==> config.mk <==
export PLATFORM = sky130hd
export DESIGN_NAME = sensor_packet_identifier_unit_flat
export DESIGN_NICKNAME = d
export VERILOG_FILES = /design/src/spi_pkg.sv /design/src/spi_chan_if.sv /design/src/spi_capture.sv /design/src/spi_detect.sv /design/src/sensor_packet_identifier_unit.sv /design/src/flat_wrapper.sv
export SDC_FILE = /design/constraint.sdc
export NUM_CORES = 1
export LEC_CHECK = 0
export ABC_CLOCK_PERIOD_IN_PS = 12700
export BUFFER_PORTS_ARGS = -buffer_cell sky130_fd_sc_hd__clkbuf_2
export CAP_MARGIN = 20
export CORE_MARGIN = 1
export CORE_UTILIZATION = 30
export DETAILED_ROUTE_END_ITERATION = 7
export SLEW_MARGIN = 0
export SYNTH_ARGS = -nofsm -noshare
export SYNTH_HDL_FRONTEND = slang
export SYNTH_SLANG_ARGS = --single-unit
==> constraint.sdc <==
create_clock -name clk -period 12.7 [get_ports clk]
set_input_delay 0.635 -clock clk [delete_from_list [all_inputs] [get_ports clk]]
set_output_delay 0.635 -clock clk [all_outputs]
set_load 0.005 [all_outputs]
==> src/spi_pkg.sv <==
// Shared types and constants for the sensor packet identifier.
// Used by the capture, detection and top-level modules; no dependencies.

package spi_pkg;

    localparam int CNT_W                = 16;
    localparam int HDR_BYTES            = 12;
    localparam int HDR_IDX_W            = $clog2(HDR_BYTES);
    localparam int MAX_PACKET_BYTES_DEF = 65535;

    // Vendor codes.
    localparam logic [2:0] VENDOR_NONE = 3'd0;
    localparam logic [2:0] VENDOR_A    = 3'd1;
    localparam logic [2:0] VENDOR_B    = 3'd2;
    localparam logic [2:0] VENDOR_C    = 3'd3;
    localparam logic [2:0] VENDOR_D    = 3'd4;

    // Model codes.
    localparam logic [4:0] MODEL_NONE        = 5'd0;
    localparam logic [4:0] MODEL_A_40CH_10B  = 5'd1;
    localparam logic [4:0] MODEL_A_64CH_6B   = 5'd2;
    localparam logic [4:0] MODEL_A_64CH_4B   = 5'd3;
    localparam logic [4:0] MODEL_A_16CH_8B   = 5'd4;
    localparam logic [4:0] MODEL_A_32CH_8B   = 5'd5;
    localparam logic [4:0] MODEL_A_32CH_6B   = 5'd6;
    localparam logic [4:0] MODEL_A_128_LONG  = 5'd7;
    localparam logic [4:0] MODEL_A_128_MID   = 5'd8;
    localparam logic [4:0] MODEL_A_128_SHORT = 5'd9;
    localparam logic [4:0] MODEL_B_ID21      = 5'd10;
    localparam logic [4:0] MODEL_B_ID22_24   = 5'd11;
    localparam logic [4:0] MODEL_B_ID28      = 5'd12;
    localparam logic [4:0] MODEL_B_IDA1      = 5'd13;
    localparam logic [4:0] MODEL_C_LONG      = 5'd14;
    localparam logic [4:0] MODEL_C_SHORT     = 5'd15;
    localparam logic [4:0] MODEL_D_METHOD    = 5'd16;
    localparam logic [4:0] MODEL_D_CAN       = 5'd17;

    // Return mode codes.
    localparam logic [2:0] MODE_NONE           = 3'd0;
    localparam logic [2:0] MODE_SINGLE_FIRST   = 3'd1;
    localparam logic [2:0] MODE_SINGLE_STRONG  = 3'd2;
    localparam logic [2:0] MODE_SINGLE_LAST    = 3'd3;
    localparam logic [2:0] MODE_DUAL_LAST_STR  = 3'd4;
    localparam logic [2:0] MODE_DUAL_LAST_FRST = 3'd5;
    localparam logic [2:0] MODE_DUAL_FRST_STR  = 3'd6;
    localparam logic [2:0] MODE_DUAL           = 3'd7;

    // Confidence levels in percent.
    localparam logic [6:0] CONF_NONE = 7'd0;
    localparam logic [6:0] CONF_LOW  = 7'd70;
    localparam logic [6:0] CONF_MID  = 7'd80;
    localparam logic [6:0] CONF_HIGH = 7'd90;
    localparam logic [6:0] CONF_TOP  = 7'd95;

    typedef struct packed {
        logic [7:0] data_byte;
        logic       last;
    } pkt_t;

    typedef struct packed {
        logic       identified;
        logic [2:0] vendor;
        logic [4:0] model;
        logic [2:0] ret_mode;
        logic [6:0] confidence_pct;
    } ident_t;

    // Everything the detectors look at for the packet that just ended.
    typedef struct packed {
        logic [HDR_BYTES-1:0][7:0] hdr;
        logic [CNT_W-1:0]          size;
        logic [7:0]                prev_byte;
        logic [7:0]                cur_byte;
    } frame_t;

endpackage

==> src/spi_chan_if.sv <==
// Valid/ready channel carrying one payload item per handshake.
// The payload type is a parameter; no package dependency.

interface spi_chan_if #(parameter type T = logic);
    logic valid;
    logic ready;
    T     payload;

    modport source (output valid, output payload, input ready);
    modport sink   (input valid, input payload, output ready);
endinterface

==> src/spi_capture.sv <==
// Input register, header store, byte counter and previous-byte register.
// Depends on spi_pkg and spi_chan_if.

module spi_capture #(
    parameter int MAX_PACKET_BYTES = spi_pkg::MAX_PACKET_BYTES_DEF
) (
    input  logic            clk,
    input  logic            rst_n,
    spi_chan_if.sink        pkt,
    input  logic            slot_free,
    output logic            fire_last,
    output spi_pkg::frame_t frame
);
    import spi_pkg::*;

    localparam logic [CNT_W-1:0] MAX_CNT = CNT_W'(MAX_PACKET_BYTES);

    logic                      s1_valid_reg;
    logic [7:0]                s1_byte_reg;
    logic                      s1_last_reg;
    logic [CNT_W-1:0]          count_reg;
    logic [CNT_W-1:0]          count_next;
    logic [CNT_W-1:0]          size;
    logic [7:0]                prev_reg;
    logic [HDR_BYTES-1:0][7:0] hdr_reg;
    logic [HDR_BYTES-1:0][7:0] hdr_eff;
    logic                      advance;
    logic                      accept;
    logic                      in_header;

    // A final byte waits in the input register until the result slot is free.
    assign advance   = s1_valid_reg && (!s1_last_reg || slot_free);
    assign pkt.ready = !s1_valid_reg || advance;
    assign accept    = pkt.valid && pkt.ready;
    assign fire_last = advance && s1_last_reg;

    assign size       = (count_reg < MAX_CNT) ? count_reg + CNT_W'(1) : count_reg;
    assign count_next = s1_last_reg ? '0 : size;
    assign in_header  = count_reg < CNT_W'(HDR_BYTES);

    // The byte in flight is part of the header the detectors see.
    always_comb
    begin
        for (int i = 0; i < HDR_BYTES; i++)
        begin
            hdr_eff[i] = (count_reg == CNT_W'(i)) ? s1_byte_reg : hdr_reg[i];
        end
    end

    assign frame.hdr       = hdr_eff;
    assign frame.size      = size;
    assign frame.prev_byte = prev_reg;
    assign frame.cur_byte  = s1_byte_reg;

    always_ff @(posedge clk or negedge rst_n)
    begin
        if (!rst_n)
        begin
            s1_valid_reg <= 1'b0;
            count_reg    <= '0;
        end
        else
        begin
            if (accept)
            begin
                s1_valid_reg <= 1'b1;
            end
            else if (advance)
            begin
                s1_valid_reg <= 1'b0;
            end
            if (advance)
            begin
                count_reg <= count_next;
            end
        end
    end

    always_ff @(posedge clk)
    begin
        if (accept)
        begin
            s1_byte_reg <= pkt.payload.data_byte;
            s1_last_reg <= pkt.payload.last;
        end
        if (advance)
        begin
            prev_reg <= s1_byte_reg;
            if (in_header)
            begin
                hdr_reg[count_reg[HDR_IDX_W-1:0]] <= s1_byte_reg;
            end
        end
    end

endmodule

==> src/spi_detect.sv <==
// Vendor detectors and the hint / priority selection of the final result.
// Depends on spi_pkg.

module spi_detect (
    input  spi_pkg::frame_t frame,
    input  logic [2:0]      hint,
    output spi_pkg::ident_t ident
);
    import spi_pkg::*;

    logic [7:0] h [HDR_BYTES];
    logic [CNT_W-1:0] sz;
    logic [31:0] w;

    ident_t id_a, id_b, id_c, id_d, id_sel;
    logic ok_a, ok_b, ok_c, ok_d, ok_sel;
    logic c_long, c_short, d_method, d_can;

    always_comb
    begin
        for (int i = 0; i < HDR_BYTES; i++)
        begin
            h[i] = frame.hdr[i];
        end
    end

    assign sz = frame.size;
    assign w  = {h[0], h[1], h[2], h[3]};

    // Vendor A: 12-byte header with sync EE FF, lasers and blocks fields.
    always_comb
    begin
        ok_a = (sz >= CNT_W'(12)) && (h[0] == 8'hEE) && (h[1] == 8'hFF)
               && (h[6] != 8'd0) && (h[7] != 8'd0);
        id_a = '0;
        id_a.identified = 1'b1;
        id_a.vendor     = VENDOR_A;
        id_a.model      = MODEL_NONE;
        if (h[6] == 8'd40 && h[7] == 8'd10)      id_a.model = MODEL_A_40CH_10B;
        else if (h[6] == 8'd64 && h[7] == 8'd6)  id_a.model = MODEL_A_64CH_6B;
        else if (h[6] == 8'd64 && h[7] == 8'd4)  id_a.model = MODEL_A_64CH_4B;
        else if (h[6] == 8'd16 && h[7] == 8'd8)  id_a.model = MODEL_A_16CH_8B;
        else if (h[6] == 8'd32 && h[7] == 8'd8)  id_a.model = MODEL_A_32CH_8B;
        else if (h[6] == 8'd32 && h[7] == 8'd6)  id_a.model = MODEL_A_32CH_6B;
        else if (h[6] == 8'd128 && h[7] == 8'd2)
        begin
            if (sz == CNT_W'(1127))      id_a.model = MODEL_A_128_LONG;
            else if (sz == CNT_W'(1078)) id_a.model = MODEL_A_128_MID;
            else if (sz == CNT_W'(861))  id_a.model = MODEL_A_128_SHORT;
        end
        case (h[10])
            8'h33:   id_a.ret_mode = MODE_SINGLE_FIRST;
            8'h37:   id_a.ret_mode = MODE_SINGLE_STRONG;
            8'h38:   id_a.ret_mode = MODE_SINGLE_LAST;
            8'h39:   id_a.ret_mode = MODE_DUAL_LAST_STR;
            8'h3B:   id_a.ret_mode = MODE_DUAL_LAST_FRST;
            8'h3C:   id_a.ret_mode = MODE_DUAL_FRST_STR;
            8'h3E:   id_a.ret_mode = MODE_DUAL;
            default: id_a.ret_mode = MODE_NONE;
        endcase
        id_a.confidence_pct = (id_a.model == MODEL_NONE) ? CONF_LOW : CONF_HIGH;
    end

    // Vendor B: fixed 1206-byte packet with sync FF EE; the final byte is the
    // product id and the byte before it the return mode.
    always_comb
    begin
        ok_b = (sz == CNT_W'(1206)) && (h[0] == 8'hFF) && (h[1] == 8'hEE);
        id_b = '0;
        id_b.identified     = 1'b1;
        id_b.vendor         = VENDOR_B;
        id_b.confidence_pct = CONF_TOP;
        case (frame.cur_byte)
            8'h21:                id_b.model = MODEL_B_ID21;
            8'h22, 8'h23, 8'h24:  id_b.model = MODEL_B_ID22_24;
            8'h28:                id_b.model = MODEL_B_ID28;
            8'hA1:                id_b.model = MODEL_B_IDA1;
            default:              id_b.model = MODEL_NONE;
        endcase
        case (frame.prev_byte)
            8'd55:   id_b.ret_mode = MODE_SINGLE_STRONG;
            8'd56:   id_b.ret_mode = MODE_SINGLE_LAST;
            8'd57:   id_b.ret_mode = MODE_DUAL;
            default: id_b.ret_mode = MODE_NONE;
        endcase
    end

    // Vendor C: eight-byte magic, or its four-byte short form.
    always_comb
    begin
        c_long  = (sz >= CNT_W'(8)) && (h[0] == 8'h55) && (h[1] == 8'hAA)
                  && (h[2] == 8'h05) && (h[3] == 8'h0A) && (h[4] == 8'h5A)
                  && (h[5] == 8'hA5) && (h[6] == 8'h50) && (h[7] == 8'hA0);
        c_short = (sz >= CNT_W'(4)) && (h[0] == 8'h55) && (h[1] == 8'hAA)
                  && (h[2] == 8'h05) && (h[3] == 8'h5A);
        ok_c = c_long || c_short;
        id_c = '0;
        id_c.identified     = 1'b1;
        id_c.vendor         = VENDOR_C;
        id_c.model          = c_long ? MODEL_C_LONG : MODEL_C_SHORT;
        id_c.ret_mode       = MODE_NONE;
        id_c.confidence_pct = c_long ? CONF_TOP : CONF_MID;
    end

    // Vendor D: the first word is a method id or a CAN id, and each id allows
    // only exact packet lengths.
    always_comb
    begin
        d_method = 1'b0;
        if (w[31:16] == 16'd0)
        begin
            case (w[15:0])
                16'd390: d_method = (sz == CNT_W'(64));
                16'd336: d_method = (sz == CNT_W'(35336));
                16'd329: d_method = (sz == CNT_W'(9401)) || (sz == CNT_W'(37452));
                16'd380: d_method = (sz == CNT_W'(84));
                16'd396: d_method = (sz == CNT_W'(330));
                default: d_method = 1'b0;
            endcase
        end
        case (w)
            32'd900, 32'd1100, 32'd1200: d_can = (sz == CNT_W'(32));
            32'd901, 32'd1101, 32'd1201: d_can = (sz == CNT_W'(64));
            32'd800:                     d_can = (sz == CNT_W'(4));
            32'd700:                     d_can = (sz == CNT_W'(64));
            32'd53, 32'd600:             d_can = (sz == CNT_W'(8));
            32'd601:                     d_can = (sz == CNT_W'(16));
            default:                     d_can = 1'b0;
        endcase
        ok_d = (sz >= CNT_W'(4)) && (d_method || d_can);
        id_d = '0;
        id_d.identified     = 1'b1;
        id_d.vendor         = VENDOR_D;
        id_d.model          = d_method ? MODEL_D_METHOD : MODEL_D_CAN;
        id_d.ret_mode       = MODE_NONE;
        id_d.confidence_pct = CONF_TOP;
    end

    // A hint runs one detector and still names the hinted vendor on a miss.
    // Hint codes above the last vendor behave as no hint.
    always_comb
    begin
        id_sel = '0;
        ok_sel = 1'b0;
        ident  = '0;
        unique case (hint)
            VENDOR_A:
            begin
                id_sel = id_a;
                ok_sel = ok_a;
            end
            VENDOR_B:
            begin
                id_sel = id_b;
                ok_sel = ok_b;
            end
            VENDOR_C:
            begin
                id_sel = id_c;
                ok_sel = ok_c;
            end
            VENDOR_D:
            begin
                id_sel = id_d;
                ok_sel = ok_d;
            end
            default:
            begin
                id_sel = '0;
                ok_sel = 1'b0;
            end
        endcase
        if (hint >= VENDOR_A && hint <= VENDOR_D)
        begin
            if (ok_sel)
            begin
                ident = id_sel;
            end
            else
            begin
                ident.identified = 1'b1;
                ident.vendor     = hint;
            end
        end
        else if (ok_b) ident = id_b;
        else if (ok_a) ident = id_a;
        else if (ok_c) ident = id_c;
        else if (ok_d) ident = id_d;
    end

endmodule

==> src/sensor_packet_identifier_unit.sv <==
// Sensor packet identifier: takes one payload byte per cycle and, after the
// final byte, delivers one identification item.
// The final byte goes from the input register to the result register, waiting
// while the result slot is held. Throughput: one byte per cycle; a result
// waiting in the output register stalls only a later final byte.
// Reset clears the vendor hint, the byte counter and all valid flags; the
// header store needs no reset because it is written before it is read.

module sensor_packet_identifier_unit #(
    parameter int MAX_PACKET_BYTES = spi_pkg::MAX_PACKET_BYTES_DEF
) (
    input  logic     clk,
    input  logic     rst_n,
    spi_chan_if.sink   pkt,
    spi_chan_if.sink   cfg,
    spi_chan_if.source ident
);
    import spi_pkg::*;

    logic [2:0] vendor_hint_reg;
    logic       out_valid_reg;
    ident_t     out_data_reg;
    ident_t     result;
    frame_t     frame;
    logic       slot_free;
    logic       fire_last;

    assign slot_free = !out_valid_reg || ident.ready;

    spi_capture #(
        .MAX_PACKET_BYTES(MAX_PACKET_BYTES)
    ) u_capture (
        .clk       (clk),
        .rst_n     (rst_n),
        .pkt       (pkt),
        .slot_free (slot_free),
        .fire_last (fire_last),
        .frame     (frame)
    );

    spi_detect u_detect (
        .frame (frame),
        .hint  (vendor_hint_reg),
        .ident (result)
    );

    assign cfg.ready     = 1'b1;
    assign ident.valid   = out_valid_reg;
    assign ident.payload = out_data_reg;

    always_ff @(posedge clk or negedge rst_n)
    begin
        if (!rst_n)
        begin
            vendor_hint_reg <= VENDOR_NONE;
            out_valid_reg   <= 1'b0;
        end
        else
        begin
            if (cfg.valid)
            begin
                vendor_hint_reg <= cfg.payload[2:0];
            end
            if (fire_last)
            begin
                out_valid_reg <= 1'b1;
            end
            else if (ident.ready)
            begin
                out_valid_reg <= 1'b0;
            end
        end
    end

    always_ff @(posedge clk)
    begin
        if (fire_last)
        begin
            out_data_reg <= result;
        end
    end

endmodule

==> src/flat_wrapper.sv <==
// flat-port wrapper written by rule: the top's interface ports become plain ports
module sensor_packet_identifier_unit_flat import spi_pkg::*;
#(
    parameter int MAX_PACKET_BYTES = spi_pkg::MAX_PACKET_BYTES_DEF
)
  (clk, rst_n, pkt_valid, pkt_payload, pkt_ready, cfg_valid, cfg_payload, cfg_ready, ident_valid, ident_payload, ident_ready);
  spi_chan_if #(.T(pkt_t)) pkt_i ();
  spi_chan_if #(.T(logic [2:0])) cfg_i ();
  spi_chan_if #(.T(ident_t)) ident_i ();
  input  logic clk;
  input  logic rst_n;
  input wire logic [$bits(pkt_i.valid)-1:0] pkt_valid;
  input wire logic [$bits(pkt_i.payload)-1:0] pkt_payload;
  output wire logic [$bits(pkt_i.ready)-1:0] pkt_ready;
  input wire logic [$bits(cfg_i.valid)-1:0] cfg_valid;
  input wire logic [$bits(cfg_i.payload)-1:0] cfg_payload;
  output wire logic [$bits(cfg_i.ready)-1:0] cfg_ready;
  output wire logic [$bits(ident_i.valid)-1:0] ident_valid;
  output wire logic [$bits(ident_i.payload)-1:0] ident_payload;
  input wire logic [$bits(ident_i.ready)-1:0] ident_ready;
  assign pkt_i.valid = pkt_valid;
  assign pkt_i.payload = pkt_payload;
  assign pkt_ready = pkt_i.ready;
  assign cfg_i.valid = cfg_valid;
  assign cfg_i.payload = cfg_payload;
  assign cfg_ready = cfg_i.ready;
  assign ident_valid = ident_i.valid;
  assign ident_payload = ident_i.payload;
  assign ident_i.ready = ident_ready;
  sensor_packet_identifier_unit #(.MAX_PACKET_BYTES(MAX_PACKET_BYTES)) u_core (.clk(clk), .rst_n(rst_n), .pkt(pkt_i), .cfg(cfg_i), .ident(ident_i));
endmodule
# After elaboration in Yosys (flattened, before gate mapping)
# Cells that the tools add are included.
# word_totals
regBits	153
out_inout_bits	22
elab_cells	214
# classes
n_addsub	1
order_cmp	9
eq_ne	81
mux	47
reduce_logical	52
# op_table
cell	n
$eq 32x10->1 const B	6
$eq 8x6->1 const B	17
$eq 32x11->1 const B	4
$bwmux 96	1
$eq 16x9->1 const B	6
$mux 19	5
$eq 16x3->1 const B	5
$mux 8	10
$pmux 19 s4	1
$eq 8x8->1 const B	9
$eq 16x11->1 const B	3
$mux 4	12
$eq 8x7->1 const B	5
$demux 8 s4	1
$eq 16x16->1 const B	2
$eq 16x2->1 const B	2
$eq 16x4->1 const B	2
$eq 16x7->1 const B	2
$eq 32x6->1 const B	1
$ge 16x4->1 const B	2
$logic_not 16->1	2
$mux 16	2
$logic_and 1x1->1	31
$eq 8x3->1 const B	3
other kinds (36)	56

# Depth between registers and ports, before layout
# Gate-level depths: netlist (run 1).
# logic_depth
depth_word	18
mapped_depth	15

# By module
# Synthesis (run 1) repeated with hierarchy kept, for this count alone.
# hier_totals
hier_cells	771
hier_area_um2	9011.1
# by_module_without_submodules
mod	n_inst	cells_each	area_each_um2	seq_area_each_um2
spi_capture	1	425	6178.4	3818.7
spi_detect	1	316	2104.5	0.0
sensor_packet_identifier_unit	1	30	728.2	670.6

# Worst setup path after synthesis (run 1)
# OpenSTA, ideal clock, no wires.
# synth_path
kind	reg-to-reg
startpoint	register u_core.u_capture.count_reg[0]
endpoint	register u_core.out_data_reg (netlist bit u_core.ident.payload[10]), data pin
setup_ps	263
arrival_time_ps	3859
t_required_ps	12437
slack_ps	8578
stages_incl_launch_ff	13
n_path_buf	1
period_less_slack_ps	4122
cell_sequence	dfrtp_1 > clkbuf_1 > inv_1 > ha_1 > or3b_2 > or4_4 > or4_1 > a211o_1 > nor4_4 > a31o_1 > a21oi_1 > a31o_1 > a2111o_1
# synth_rtl
item	line_no	rtl
start: declaration	spi_capture.sv:21	logic [CNT_W-1:0] count_reg;
start signal: assignment	spi_capture.sv:74	count_reg <= count_next;
end signal: assignment	sensor_packet_identifier_unit.sv:79	out_data_reg <= result;
end: declaration	sensor_packet_identifier_unit.sv:22	ident_t out_data_reg;

==> impl_metrics.csv, run 1 <==
group,metric,value,unit
sta,layout_min_cycle_time,5.142,ns
routing,wl_per_cell,19.73,um
sta,fmax,194.5,MHz
final_layout,fin_nets,861,
clock_network,htreeDepth,4,
routing,wl_met2,10.54,mm
clock_network,clkLatencyLatePin,0.42,ns
floorplanning,die_x,165.0,um
logic_synthesis,synth.distinct_cells,85,
critical_path,r2r_start,"u_core.u_capture.count_reg[2]$_DFFE_PN0P_",
global_route,track_usage,0.1782,
logic_synthesis,synthesis.nets,834,
critical_path,critPathRequiredTime,12.88,ns
logic_synthesis,synthArstFlopShare,0.1641,
critical_path,critical_path_class,"reg -> reg",
final_layout,final_layout_size_suffix_gt1_frac,0.1432,
power_and_ir_drop,irDropWorstVdd,69.99,uV
critical_path,critPathMaxFanout,21,
routing,detail_route.wirelength,23.42,mm
routing,wl_met1,10.63,mm
logic_synthesis,synth_xor_area_frac,0.01099,
logic_synthesis,yosys.area_share.simple,0.2904,
critical_path,slowest_delay,0.84,ns
power_and_ir_drop,leakagePower,3.159,nW
sta,skew,0.006304,ns
floorplanning,core_area,26060,um2
sta,holdWs,0.1909,ns
logic_synthesis,synth_enable_flop_cells,107,
logic_synthesis,synth-adder-area-share,0.007848,
logic_synthesis,synth_area_per_cell,9.817,um2
floorplanning,io_pins,39,
clock_network,cts_resized,0,
routing,ant_nets,0,
sta,relSlewSlack,0.2572,
final_layout,largest_register_ffs,72,
global_route,overflow,0,
routing,wl_met3,1.792,mm
critical_path,crit_chain,"nand4_1, or4_1, o22a_1, nor4_2, or4b_1, o2111ai_1, inv_1, o21ai_1, o21ai_0, a211o_1",
place,hpwl,16.86,mm
floorplanning,rows,59,
global_route,grt_pass1_vias,6386,
critical_path,endpoint_kind,"flop",
min_path,hold_path.class,"in -> async",
clock_network,clock-sinks,128,
place,gp_congestion,0.9418,
clock_network,clk_pin_slew,0.06,ns
sta,hold_viol,0,
global_route,grt_first_pass_wirelength,36.51,mm
clock_network,cts_made_buffers,17,
floorplanning,die_y,165.0,um
sta,final_max_slew_viol_count,0,
sta,rsz0062_at_grt,"false",
logic_synthesis,synth_sequential_area_ratio,0.4690,
logic_synthesis,synth-seq-cells,128,
sta,fin_setup_tns,0,ns
clock_network,cts_root_buf,"clkbuf_16",
routing,viasPerCell,5.725,
floorplanning,start_util,0.3059,
final_layout,syn2layout_area_growth,14.90,%
clock_network,cts_buffer_depth,2,
sta,fin_crit_sh,0.4049,
routing,dr.max_layer_used,"met4",
critical_path,critical_path_arrival,5.32,ns
logic_synthesis,yosysWarnings,0,
logic_synthesis,synthesis.area,7971,um2
power_and_ir_drop,powerDensity,126.4,nW/um2
place,io_buffers,36,
routing,drtIter0Drc,640,
global_route,antenna_found_initial,0,
logic_synthesis,ys_dominant_reg_cell,"edfxtp_1",
critical_path,slowest_stage,"o2111ai_1",
logic_synthesis,synthMuxAreaShare,0.05038,
final_layout,nFillCells,2637,
sta,finalSetupViolations,0,
routing,drt_pass1_iterations,5,
routing,via_count,6796,
logic_synthesis,synth_compound_area_frac,0.1397,
critical_path,start_kind,"flop",
clock_network,cts_tree,"built",
floorplanning,die_area,27230,um2
critical_path,crit_start,"u_core.u_capture.count_reg[2]$_DFFE_PN0P_",
status,status,"complete, no violations",
global_route,grt_max_degree,29,
final_layout,n_antenna_cell,0,
logic_synthesis,synth_top_family_by_area,"simple AND/OR/NAND/NOR gates",
routing,drc,0,
sta,worst_pin_slew,1.105,ns
run,maxCapViolCount,0,
logic_synthesis,syn_inst,812,
clock_network,post-cts-setup-buffer-count,0,
clock_network,cts_hold_buffers,0,
[placed cells by master (no fill, tap or decap), types with 22 or more instances in the layout]
master      n
or4_1      22
a21oi_1    31
mux2i_1    30
nor2_1     72
edfxtp_1  107
o21ai_0    32
clkbuf_2   36
nand3_1    33
nand2_1    69
nor4_1     31
nor3_1     43
[layer usage]
metal	vias up	global-route usage
met5	-	0
met4	0	0.06255
met3	35	0.04194
met2	290	0.2699
met1	3254	0.2462
li1	3217	-
[cell usage after synthesis (all sizes together), types with 7 or more instances]
master  count  area share
clkbuf     36       0.017
mux2        9       0.013
nor2b      13       0.010
nand4b      7      0.0077
inv        16      0.0075
xnor2       7      0.0077
dfrtp      21       0.066
nor3       44       0.028
a31oi       8      0.0063
or2         9      0.0071
nand4      20       0.016
nor4       36       0.032
nor3b      10      0.0094
nor4b       7      0.0077
nor2       73       0.034
or4        24       0.024
buf         7      0.0058
nand2      70       0.033
nand2b     17       0.013
mux2i      30       0.038
edfxtp    107        0.40
o21ai      35       0.022
nand3      34       0.022
a21oi      31       0.019
and3       12      0.0094
and2        7      0.0055
[final timing paths]
kind	to	slack (ns)	depth (start not counted)
max	u_core.ident.payload[11]$_DFFE_PP_	7.56	10
min	u_core.vendor_hint_reg[1]$_DFFE_PN0P_	0.19	1
max reg2reg	u_core.ident.payload[11]$_DFFE_PP_	7.56	10
min reg2reg	u_core.u_capture.count_reg[1]$_DFFE_PN0P_	0.63	1
max in group asynchronous	u_core.u_capture.count_reg[3]$_DFFE_PN0P_	12.13	1
min in group clk	u_core.u_capture.s1_byte_reg[5]$_DFFE_PP_	0.39	1
[power by group]
group          leakage [nW]  internal, mW  switching [mW]
sequential             1.27         0.479          0.0155
combinational          1.58        0.0456          0.0957
clock                 0.302         0.330           0.191
[worst max-delay path: cells and delay by family (launching register included)]
family	cells	cell delay [ns]
flops	1	0.71
simple gates	4	2.09
buf+inv	1	0.24
compound gates	5	1.85
[cell families after synthesis]
logic type	count (synthesis)
buffers and inverters	60
flip-flops	128
other	2
multiplexers	39
AND/OR/NAND/NOR	411
AO/OA/AOI/OAI	157
adder cells (fa/ha/maj)	5
XOR/XNOR	10
[cell type report]
| cell class | count | area, um2 | share of cell area |
|---|---|---|---|
| timing repair buffer | 51 | 300.3 | 0.03279 |
| inverter | 17 | 63.81 | 0.006967 |
| multi-input combinational | 624 | 4003 | 0.4370 |
| clock buffer | 17 | 425.4 | 0.04645 |
| tap | 335 | 419.2 | 0.04577 |
| sequential | 128 | 3739 | 0.4082 |
| clock inverter | 15 | 209.0 | 0.02281 |
[stage by stage]
step	utilization	instance area, um2	setup WS (ns)	total power [mW]	std cells
2_1_floorplan	-	7971	8.578	0.5919	812
3_3_place_gp	0.3263	8502	7.757	0.6418	1153
3_5_place_dp	0.3263	8502	7.591	0.6419	1153
4_1_cts	0.3506	9136	7.568	1.165	1185
5_1_grt	0.3515	9159	7.154	1.202	1187
6_report	0.3515	9159	7.558	1.158	1187
Power figures use the tool's default switching activity.
==> run 2: changes to the inputs <==
--- a/config.mk
+++ b/config.mk
@@ -5,7 +5,7 @@
 export SDC_FILE = /design/constraint.sdc
 export NUM_CORES = 1
 export LEC_CHECK = 0
-export ABC_CLOCK_PERIOD_IN_PS = 12700
+export ABC_CLOCK_PERIOD_IN_PS = 4300
 export BUFFER_PORTS_ARGS = -buffer_cell sky130_fd_sc_hd__clkbuf_2
 export CAP_MARGIN = 20
 export CORE_MARGIN = 1
==> constraint.sdc (replaced) <==
create_clock -name clk -period 4.3 [get_ports clk]
set_input_delay 0.215 -clock clk [delete_from_list [all_inputs] [get_ports clk]]
set_output_delay 0.215 -clock clk [all_outputs]
set_load 0.005 [all_outputs]
==> run 2 against run 1 <==
  * Sequential power grew to 3.0 times the previous value
  * Flip-flop and latch count stayed put
  * Register-to-register slack got worse by 7.4 ns
  * Worst hold slack lost 0.18 ns
  * Core utilization up 2.1 points
  * Highest routed layer unchanged
==> impl_metrics.csv, run 2 (synthesis results as in run 1) <==
group,metric,value,unit
status,status,"complete, no violations",
global_route,grt_first_pass_wirelength,39.39,mm
final_layout,fin_nets,935,
sta,fmax,244.2,MHz
final_layout,largest_register_ffs,72,
routing,drt_pass1_iterations,5,
floorplanning,io_pins,39,
clock_network,clk_pin_slew,0.06,ns
critical_path,crit_cells,12,
routing,ant_nets,0,
clock_network,cts_made_buffers,17,
critical_path,start_kind,"flop",
critical_path,critical_path_arrival,4.26,ns
critical_path,critical_path_buf_inv_count,2,
critical_path,crit_chain,"nand3_1, buf_4, nor3_1, mux2_2, nor4_2, or4b_4, o2111ai_1, buf_4, o2bb2ai_1, o21a_2, o21bai_4, a2111o_1",
sta,layout_min_cycle_time,4.095,ns
global_route,grt_pass1_vias,6925,
clock_network,clock-sinks,128,
critical_path,cpLargestDelayFamily,"simple AND/OR/NAND/NOR gates",
routing,drtIter0Drc,699,
floorplanning,start_util,0.3059,
floorplanning,die_area,27230,um2
final_layout,final_layout_size_suffix_gt1_frac,0.2000,
global_route,antenna_found_initial,0,
sta,finalSetupViolations,0,
floorplanning,core_area,26060,um2
place,gp_congestion,0.9486,
sta,fin_crit_sh,0.9524,
final_layout,syn2layout_area_growth,21.72,%
clock_network,htreeDepth,4,
clock_network,cts_root_buf,"clkbuf_16",
critical_path,critical_path_class,"reg -> reg",
place,io_buffers,36,
routing,wl_per_cell,19.92,um
routing,viasPerCell,5.729,
power_and_ir_drop,leakagePower,3.478,nW
floorplanning,die_y,165.0,um
power_and_ir_drop,p_total,3.332,mW
floorplanning,rows,59,
floorplanning,die_x,165.0,um
final_layout,final_cell_mix,"107 x edfxtp_1, 75 x buf_4, 72 x nor2_1",
place,pre_cts_ws,0.1362,ns
critical_path,slowest_stage,"or4b_4",
min_path,hold_path.class,"in -> reg",
final_layout,n_antenna_cell,0,
sta,worst_pin_slew,1.032,ns
routing,drc,0,
sta,hold_viol,0,
final_layout,nFillCells,2569,
final_layout,area.sequential,3740,um2
global_route,track_usage,0.1918,
critical_path,critPathRequiredTime,4.47,ns
critical_path,reg2regPathDepth,12,
sta,skew,0.009333,ns
global_route,overflow,0,
power_and_ir_drop,powerDensity,343.4,nW/um2
min_path,worstHoldPathCells,3,
sta,rsz0062_at_grt,"false",
clock_network,cts_buffer_depth,2,
sta,relSlewSlack,0.3106,
run,maxCapViolCount,0,
critical_path,slowest_delay,0.52,ns
clock_network,cts_tree,"built",
global_route,grt_max_degree,25,
sta,final_max_slew_viol_count,0,
place,hpwl,18.74,mm
final_layout,fin_area,9703,um2
critical_path,endpoint_kind,"flop",
sta,layout_setup_ws,0.2046,ns
final_layout,layout_commonest_cell,"edfxtp_1",
sta,fin_setup_tns,0,ns
place,place_area,8987,um2
power_and_ir_drop,irDropWorstVdd,172.3,uV
routing,via_count,7218,
clock_network,clkLatencyLatePin,0.43,ns
final_layout,multi_input_comb_area,4019,um2
critical_path,cp_common_cell,"buf_4",
critical_path,critPathMaxFanout,11,
routing,detail_route.wirelength,25.10,mm
## run 2: changes by cell type in the layout (fill, tap and decap cells not counted), moves of 2 or more
cell           change
buf_4             +62
bufinv_16          -2
clkinv_2           +3
clkinv_4           -4
clkinvlp_4         +3
dlygate4sd3_1     +13
## run 2: layer usage
layer,vias to the layer above,track usage,wire length [um],part of all wire
li1,3363,-,-,-
met3,40,0.03943,1810,0.072
met2,316,0.3060,11660,0.46
met1,3499,0.2612,11150,0.44
met4,0,0.05296,478,0.019
met5,-,0,0,0
## run 2: where the power goes
group,switching (mW),internal [mW]
Clock,0.550,0.845
Combinational,0.292,0.174
Sequential,0.0543,1.42
## run 2: path summary, 6_finish.rpt
| check | start | end | slack, ns |
|---|---|---|---|
| worst max register to register | u_core.u_capture.count_reg[5]$_DFFE_PN0P_ | u_core.ident.payload[10]$_DFFE_PP_ | 0.20 |
| worst min-delay path | cfg_payload[2] | u_core.vendor_hint_reg[2]$_DFFE_PN0P_ | 0.007 |
| worst max-delay path | u_core.u_capture.count_reg[5]$_DFFE_PN0P_ | u_core.ident.payload[10]$_DFFE_PP_ | 0.20 |
| min in group asynchronous | rst_n | u_core.u_capture.count_reg[7]$_DFFE_PN0P_ | 0.32 |
| worst min register to register | u_core.u_capture.count_reg[3]$_DFFE_PN0P_ | u_core.u_capture.count_reg[3]$_DFFE_PN0P_ | 0.56 |
| max in group asynchronous | rst_n | u_core.u_capture.count_reg[1]$_DFFE_PN0P_ | 3.58 |
## run 2: final cells by class
| class | count | share of cell area |
|---|---|---|
| clock buffer | 17 | 0.04384 |
| clock inverter | 14 | 0.01470 |
| inverter | 17 | 0.006576 |
| multi-input combinational | 624 | 0.4142 |
| sequential | 128 | 0.3854 |
| tap | 335 | 0.04320 |
| timing repair buffer | 125 | 0.09207 |
## run 2: stage by stage
stage / util / std cells / hold slack (ns)
after global placement: 0.3449 / 1216 / 0.2251
after global routing: 0.3724 / 1260 / 0.04040
after floorplan: - / 812 / -0.08059
after CTS: 0.3717 / 1260 / 0.003341
final: 0.3724 / 1260 / 0.006798
after detailed placement: 0.3449 / 1216 / 0.2316
## run 2: what timing repair did
action,in CTS,in global routing
hold buffers,13,0
hold endpoints to repair,33,0
setup buffers,0,0
setup endpoints to repair,0,12
resized for setup,0,4
## run 2: tightest hold or removal path: stages
cell and delay, ns:
clkbuf_2 0.07, nand2_1 0.04, o21ai_0 0.06
